File: src/design/ght_pkg.sv
// shared types and constants for the generational handle table
// no dependencies
`timescale 1ns / 1ps

package ght_pkg;

    // live marks are kept in rows of this many bits
    localparam int ROW_W  = 32;
    localparam int ROW_BW = 5;

    typedef enum logic [1:0] {
        ACT_ALLOC  = 2'd0,
        ACT_LOOKUP = 2'd1,
        ACT_FREE   = 2'd2,
        ACT_CLEAR  = 2'd3
    } t_action;

    typedef enum logic [1:0] {
        ST_OK      = 2'd0,
        ST_FULL    = 2'd1,
        ST_INVALID = 2'd2
    } t_status;

    // which result the output register takes
    typedef enum logic [2:0] {
        O_NONE   = 3'd0,
        O_LOOKUP = 3'd1,
        O_ALLOC  = 3'd2,
        O_FULL   = 3'd3,
        O_CLEAR  = 3'd4
    } t_out_sel;

    // table write operations
    typedef enum logic [2:0] {
        W_NONE  = 3'd0,
        W_INIT  = 3'd1,
        W_ALLOC = 3'd2,
        W_FREE  = 3'd3,
        W_CLR   = 3'd4
    } t_wr_op;

    // slot index register operations
    typedef enum logic [1:0] {
        X_HOLD = 2'd0,
        X_REQ  = 2'd1,
        X_ZERO = 2'd2,
        X_INC  = 2'd3
    } t_x_op;

    typedef struct packed {
        logic     cap;
        t_x_op    x_op;
        t_wr_op   wr_op;
        t_out_sel out_sel;
        logic     rd_hint;
        logic     hint_inc;
        logic     hint_clr;
    } t_cmd;

    typedef struct packed {
        t_action action;
        logic    out_free;
        logic    hit;
        logic    row_free;
        logic    hint_full;
        logic    idx_last;
    } t_sts;

endpackage

File: src/design/ght_ctrl.sv
// request sequencer for the generational handle table
// depends on ght_pkg
`timescale 1ns / 1ps

module ght_ctrl
    import ght_pkg::*;
(
    input  logic i_clk,
    input  logic i_rst_n,
    input  logic i_valid,
    output logic o_ready,
    input  t_sts i_sts,
    output t_cmd o_cmd
);

    typedef enum logic [10:0] {
        S_INIT   = 11'b000_0000_0001,
        S_IDLE   = 11'b000_0000_0010,
        S_DEC    = 11'b000_0000_0100,
        S_LK_CHK = 11'b000_0000_1000,
        S_AL_RD  = 11'b000_0001_0000,
        S_AL_CHK = 11'b000_0010_0000,
        S_AL_GRD = 11'b000_0100_0000,
        S_AL_GEN = 11'b000_1000_0000,
        S_CL_RD  = 11'b001_0000_0000,
        S_CL_WR  = 11'b010_0000_0000,
        S_CL_FIN = 11'b100_0000_0000
    } t_state;

    t_state r_state;
    t_state n_state;

    always_ff @(posedge i_clk) begin
        if (!i_rst_n) begin
            r_state <= S_INIT;
        end else begin
            r_state <= n_state;
        end
    end

    assign o_ready = (r_state == S_IDLE);

    always_comb begin
        n_state = r_state;
        o_cmd   = '0;
        unique case (r_state)
            S_INIT: begin
                // clearing pass over the whole table
                o_cmd.wr_op = W_INIT;
                o_cmd.x_op  = X_INC;
                if (i_sts.idx_last) begin
                    o_cmd.hint_clr = 1'b1;
                    n_state        = S_IDLE;
                end
            end
            S_IDLE: begin
                if (i_valid) begin
                    o_cmd.cap  = 1'b1;
                    o_cmd.x_op = X_REQ;
                    n_state    = S_DEC;
                end
            end
            S_DEC: begin
                unique case (i_sts.action) inside
                    ACT_ALLOC: n_state = S_AL_RD;
                    ACT_LOOKUP, ACT_FREE: n_state = S_LK_CHK;
                    ACT_CLEAR: begin
                        o_cmd.x_op = X_ZERO;
                        n_state    = S_CL_RD;
                    end
                    default: n_state = S_IDLE;
                endcase
            end
            S_LK_CHK: begin
                if (i_sts.out_free) begin
                    o_cmd.out_sel = O_LOOKUP;
                    if (i_sts.hit && i_sts.action == ACT_FREE) begin
                        o_cmd.wr_op = W_FREE;
                    end
                    n_state = S_IDLE;
                end
            end
            S_AL_RD: begin
                o_cmd.rd_hint = 1'b1;
                n_state       = S_AL_CHK;
            end
            S_AL_CHK: begin
                o_cmd.rd_hint = 1'b1;
                if (i_sts.hint_full) begin
                    if (i_sts.out_free) begin
                        o_cmd.out_sel = O_FULL;
                        n_state       = S_IDLE;
                    end
                end else if (i_sts.row_free) begin
                    o_cmd.wr_op = W_ALLOC;
                    n_state     = S_AL_GRD;
                end else begin
                    o_cmd.hint_inc = 1'b1;
                    n_state        = S_AL_RD;
                end
            end
            S_AL_GRD: begin
                n_state = S_AL_GEN;
            end
            S_AL_GEN: begin
                if (i_sts.out_free) begin
                    o_cmd.out_sel = O_ALLOC;
                    n_state       = S_IDLE;
                end
            end
            S_CL_RD: begin
                n_state = S_CL_WR;
            end
            S_CL_WR: begin
                o_cmd.wr_op = W_CLR;
                o_cmd.x_op  = X_INC;
                n_state     = i_sts.idx_last ? S_CL_FIN : S_CL_RD;
            end
            S_CL_FIN: begin
                o_cmd.hint_clr = 1'b1;
                if (i_sts.out_free) begin
                    o_cmd.out_sel = O_CLEAR;
                    n_state       = S_IDLE;
                end
            end
            default: n_state = S_INIT;
        endcase
    end

endmodule

File: config.mk
export PLATFORM = sky130hd
export DESIGN_NAME = ght_ctrl
export DESIGN_NICKNAME = d
export VERILOG_FILES = /design/src/design/ght_pkg.sv /design/src/design/ght_ctrl.sv
export SDC_FILE = /design/constraint.sdc
export NUM_CORES = 1
export LEC_CHECK = 0
export BUFFER_PORTS_ARGS = -buffer_cell sky130_fd_sc_hd__buf_4
export CAP_MARGIN = 10
export CORE_UTILIZATION = 55
export DETAILED_ROUTE_END_ITERATION = 12
export PLACE_DENSITY = 0.83
export SLEW_MARGIN = 20
export SYNTH_ARGS = -nofsm -noshare
export SYNTH_HDL_FRONTEND = slang
export SYNTH_SLANG_ARGS = --single-unit
File: constraint.sdc
create_clock -name i_clk -period 4.1 [get_ports i_clk]
set_input_delay 0.615 -clock i_clk [delete_from_list [all_inputs] [get_ports i_clk]]
set_output_delay 0.615 -clock i_clk [all_outputs]
set_load 0.005 [all_outputs]
==> impl_metrics.json, run 1 <==
{
  "status": "finished clean",
  "viasPerCell": 6.473,
  "min_to": "r_state[9]",
  "ant_nets": 0,
  "cts_resized": 0,
  "power_mw": 0.2404,
  "hold_class": "register to register",
  "finalHoldViolations": 0,
  "syn_area_per_cell_um2": 7.584,
  "drtPass1Iterations": 4,
  "relSlewSlack": 0.6746,
  "seqPwrFrac": 0.474,
  "clk_pin_slew_ps": 80,
  "die_w_um": 41.65,
  "syn_to_final_growth_pct": 20.55,
  "setup_viol": 0,
  "pwr-share-clk": 0.309,
  "fp.dieH_um": 41.65,
  "fmax_ghz": 0.3729,
  "vias": 971,
  "comb_power_share": 0.217,
  "crit_path_start_kind": "register",
  "num_antenna_cells": 0,
  "grt_pass1_vias": 875,
  "drt_iter0_drc": 71,
  "holdPathStages": 2,
  "p_per_area_nw_per_um2": 230.7,
  "yosys-top-cells-count": "nor2_1, dfxtp_1, nand2_1",
  "cap_violations": 0,
  "coreArea_um2": 1383,
  "overflow": 0,
  "root_buffer": "clkbuf_4",
  "syn_nets": 127,
  "finalMaxSlewViolations": 0,
  "ctsHtreeMaxLevel": 1,
  "yosysMostFrequentCell": "nor2_1",
  "fin_nets": 149,
  "io_pins": 23,
  "placed_cells": 146,
  "crit_family": "simple AND/OR/NAND/NOR gates",
  "cts_max_path_buffers": 2,
  "r2r_end": "r_state[3]",
  "syn-cell-area_um2": 864.6,
  "cp.required_ps": 3480,
  "synth_enable_flop_cells": 0,
  "postCtsSetupBuffers": 0,
  "drc": 0,
  "hpwl_mm": 1.826,
  "syn_inst": 114,
  "slowest_stage": "or3_1",
  "gp_congestion": 0.8843,
  "critPathKind": "register to output port",
  "largest_reg_flops": 11,
  "cts_tree": "yes",
  "grt_pass1_wl_mm": 3.939,
  "cts_buffers": 3,
  "slowest_delay_ps": 400,
  "final_cell_area_um2": 1042,
  "insertion_delay_ps": 270,
  "intPower_mw": 0.1723,
  "antenna_found_initial": 0,
  "p_switching_mw": 0.06811,
  "grt_use_total": 0.2941,
  "wl_mm": 2.334,
  "grt_setup_unrepaired": "false",
  "irDropWorstVdd_mv": 0.2162,
  "drive_gt1_frac": 0.2222,
  "synth-seq-cells": 11,
  "start_util": 0.6253,
  "reg2reg_from": "r_state[4]",
  "power_switching_share": 0.2833,
  "synth_area_leaders": "dfxtp_1, nor2_1, nand3_1, xor2_1, nand2_1",
  "grt_max_degree": 10,
  "synth_top_area_cell": "dfxtp_1",
  "crit_buf_inv": 1,
  "critical_path.cell_chain": "nor3_2 -> nor4b_4 -> nand3_1 -> or3_1 -> nand2_1 -> buf_4",
  "synthFlopType": "dfxtp_1",
  "ctsHoldBuffers": 0,
  "ys_seq_area_frac": 0.2547,
  "r2r_setup_slack_ps": 2310,
  "post_dp_cell_area_um2": 1016,
  "arrival_ps": 2070,
  "reg2reg_depth": 5,
  "hold_slack_ps": 562.6,
  "final_cell_count_no_fill": 150,
  "wl_per_cell_um": 15.56,
  "synth_cell_types": 40,
  "path_max_fanout": 7,
  "die_area_um2": 1734,
  "top_register": "r_state",
  "synth.top_cell.area_share": 0.2547,
  "io_buffers": 22,
  "min_from": "r_state[8]",
  "fin_worst_skew_ps": 7.338,
  "async_flop_share": 0,
  "reg_top3": "r_state (11)",
  "cp-end-kind": "output port",
  "power_leakage_nw": 0.5345,
  "clkSinkCount": 11,
  "yosysWarnings": 0,
  "period_minus_slack_ps": 2682,
  "tightest_slew_ps": 483.7,
  "rows": 13,
  "fin_crit_sh": 0.6541,
  "tns_ps": 0
}
[kinds of logic (layout without fill, tap and decap cells)]
family / after synthesis / in the layout / synth area share
buf+inv: 13 / 34 / 0.07236
simple gates: 63 / 63 / 0.4255
flops: 11 / 11 / 0.2547
compound gates: 19 / 19 / 0.1534
fa+ha+maj: 3 / 3 / 0.04342
xor+xnor: 5 / 5 / 0.05065
[cells in the final DEF, fill, tap and decap left out, drive strengths merged, types with 4 or more instances in the layout]
| master | netlist | routed |
|---|---|---|
| nand2 | 11 | 11 |
| xor2 | 5 | 5 |
| a21oi | 4 | 4 |
| dfxtp | 11 | 11 |
| buf | 4 | 22 |
| nor2 | 13 | 13 |
| nand3 | 9 | 9 |
| nor3 | 5 | 5 |
| inv | 8 | 8 |
| clkbuf | 1 | 4 |
[per-stage QoR]
step	setup WS, ps	utilization
3_3_place_gp	1815	0.7348
3_5_place_dp	1730	0.7348
2_1_floorplan	1985	-
5_1_grt	1306	0.7538
6_report	1418	0.7538
4_1_cts	1427	0.7538
[routing by layer]
| metal | vias up | share of wire | global-route usage |
|---|---|---|---|
| met5 | - | 0 | 0 |
| met4 | 0 | 0.024 | 0.1226 |
| met1 | 444 | 0.40 | 0.3811 |
| met2 | 64 | 0.48 | 0.4563 |
| met3 | 10 | 0.093 | 0.08261 |
| li1 | 453 | - | - |
[power groups by stage]
stage | logic [mW] | registers [mW] | clock network, mW
3_5_place_dp | 0.0516 | 0.116 | 0
2_1_floorplan | 0.0268 | 0.115 | 0
3_3_place_gp | 0.0509 | 0.116 | 0
4_1_cts | 0.0518 | 0.114 | 0.0760
6_report | 0.0522 | 0.114 | 0.0744
5_1_grt | 0.0567 | 0.114 | 0.0851
[worst register-to-register path: stages, from the launching register on]
cell and delay [ps]:
dfxtp_1 380, nor3_2 360, nand2_1 210, o31ai_1 360, and3_1 280, a32o_1 150
[how the worst max path moves through the flow]
| stage | start | to | cells after the start | slack [ps] |
|---|---|---|---|---|
| 6_report | r_state[4] | o_cmd[6] | 6 | 1420 |
| 5_1_grt | r_state[4] | o_cmd[6] | 6 | 1310 |
| 4_1_cts | r_state[4] | o_cmd[6] | 6 | 1430 |
| 3_5_place_dp | r_state[4] | o_cmd[6] | 6 | 1730 |
| 3_3_place_gp | r_state[4] | o_cmd[6] | 6 | 1810 |
| 2_1_floorplan | r_state[10] | o_cmd[6] | 6 | 1980 |
[area by class of cell]
class,instances,area [µm²]
inverters,8,30.03
clock buffers,4,26.28
flip-flops and latches,11,220.2
fillers,123,340.3
multi-input cells,90,581.8
well taps,15,18.77
repair buffers,22,165.2
Note: power is estimated with default switching activity, not from simulation.
==> run 2, diff against run 1 <==
Settings changed: CORE_UTILIZATION 55 to 51, PLACE_DENSITY 0.83 to 0.78.
Clock period 4.1 ns to 2.8 ns, I/O delays scaled along.
==> run 2 against run 1 <==
Effect of this change:
- clock-buffer cell count stayed put
- die area up 7.5%
- flip-flop and latch count stayed put
- register-to-register slack got worse by 1300 ps
- combinational power rose by 46%
- first-iteration DRC count down 35%
- routed wire length is 2.2% lower
- sequential power increased by 46%
- worst setup slack worse by 1100 ps
- utilization shrank 7.7 points
- critical path type unchanged
==> impl_metrics.json, run 2 (synthesis gave the netlist of run 1 again) <==
{
  "io_pins": 23,
  "die_w_um": 43.18,
  "seqCellArea_um2": 220.2,
  "grt_setup_unrepaired": "false",
  "status": "finished clean",
  "cp.required_ps": 2380,
  "cts_tree": "yes",
  "gp_congestion": 0.9033,
  "top_register": "r_state",
  "holdPathStages": 2,
  "critical_path.cell_chain": "nor3_2 -> nor4b_4 -> nand3_1 -> or3_1 -> nand2_1 -> buf_4",
  "path_max_fanout": 7,
  "drive_gt1_frac": 0.2222,
  "drc": 0,
  "fp.dieH_um": 43.18,
  "drt_iter0_drc": 46,
  "tightest_slew_ps": 483.5,
  "cp-end-kind": "output port",
  "irDropWorstVdd_mv": 0.3196,
  "cts_resized": 0,
  "fmax_ghz": 0.4068,
  "grt_pass1_wl_mm": 3.870,
  "slowest_delay_ps": 390,
  "hpwl_mm": 1.771,
  "p_per_area_nw_per_um2": 338.8,
  "crit_family": "simple AND/OR/NAND/NOR gates",
  "power_leakage_nw": 0.5345,
  "arrival_ps": 2040,
  "cts_buffers": 3,
  "crit_path_start_kind": "register",
  "relSlewSlack": 0.6750,
  "ant_nets": 0,
  "finalHoldViolations": 0,
  "crit_buf_inv": 1,
  "ctsHtreeMaxLevel": 1,
  "utilization": 0.6769,
  "io_buffers": 22,
  "insertion_delay_ps": 270,
  "finalMaxSlewViolations": 0,
  "rows": 14,
  "cts_max_path_buffers": 2,
  "antenna_found_initial": 0,
  "reg_top3": "r_state (11)",
  "setup_viol": 0,
  "tns_ps": 0,
  "vias": 936,
  "clkSinkCount": 11,
  "wl_per_cell_um": 15.11,
  "cp.depth": 6,
  "coreArea_um2": 1541,
  "grt_max_degree": 10,
  "multi_input_area_um2": 581.8,
  "slowest_stage": "or3_1",
  "fin_nets": 149,
  "die_area_um2": 1864,
  "final_common_cell": "buf_4",
  "clk_pin_slew_ps": 80,
  "ctsHoldBuffers": 0,
  "root_buffer": "clkbuf_4",
  "num_antenna_cells": 0,
  "largest_reg_flops": 11,
  "start_util": 0.5609,
  "postCtsSetupBuffers": 0,
  "cap_violations": 0,
  "hold_slack_ps": 399.7,
  "period_minus_slack_ps": 2458,
  "layout_common_cells": "buf_4, nor2_1, nand2_1, dfxtp_1, nand3_1",
  "reg2reg_depth": 5,
  "fin_crit_sh": 0.8779,
  "wl_mm": 2.282,
  "viasPerCell": 6.199,
  "overflow": 0,
  "syn_to_final_growth_pct": 20.69,
  "grt_use_total": 0.2757,
  "n_fill_cell": 142,
  "grt_pass1_vias": 836,
  "hold_class": "input port to register",
  "drtPass1Iterations": 4,
  "critPathKind": "register to output port",
  "fin_worst_skew_ps": 6.799
}
-- run 2: layout make-up --
type / instances / area share
Timing Repair Buffer: 22 / 0.1583
Inverter: 8 / 0.02878
Sequential cell: 11 / 0.2110
Clock buffer: 4 / 0.02518
Tap cell: 16 / 0.01918
Multi-Input combinational cell: 90 / 0.5576
-- run 2: per-layer routing --
layer,routed length (µm),track usage
met5,0,0
met3,186,0.05532
met4,91,0.1091
met2,1086,0.4388
met1,918,0.3610
-- run 2: path summary, 6_finish.rpt --
path	from	end	slack, ps
min	i_rst_n	r_state[0]	400
max reg2reg	r_state[3]	r_state[5]	990
min reg2reg	r_state[8]	r_state[9]	540
max	r_state[4]	o_cmd[6]	340
-- run 2: metrics by stage --
stage / std cells / worst slack (ps) / area, µm² / total power, mW
after global placement: 147 / 706.4 / 1017 / 0.2442
after floorplan: 114 / 879.8 / 864.6 / 0.2069
after global routing: 151 / 225.6 / 1044 / 0.3710
after CTS: 151 / 351.9 / 1044 / 0.3544
final: 151 / 342.0 / 1044 / 0.3535
after detailed placement: 147 / 670.5 / 1017 / 0.2450
-- run 2: report_power, final --
group	switching, mW	internal (mW)	total, mW
registers	0.00653	0.160	0.166
logic	0.0385	0.0375	0.0760
clock network	0.0562	0.0552	0.111
total	0.101	0.252	0.354
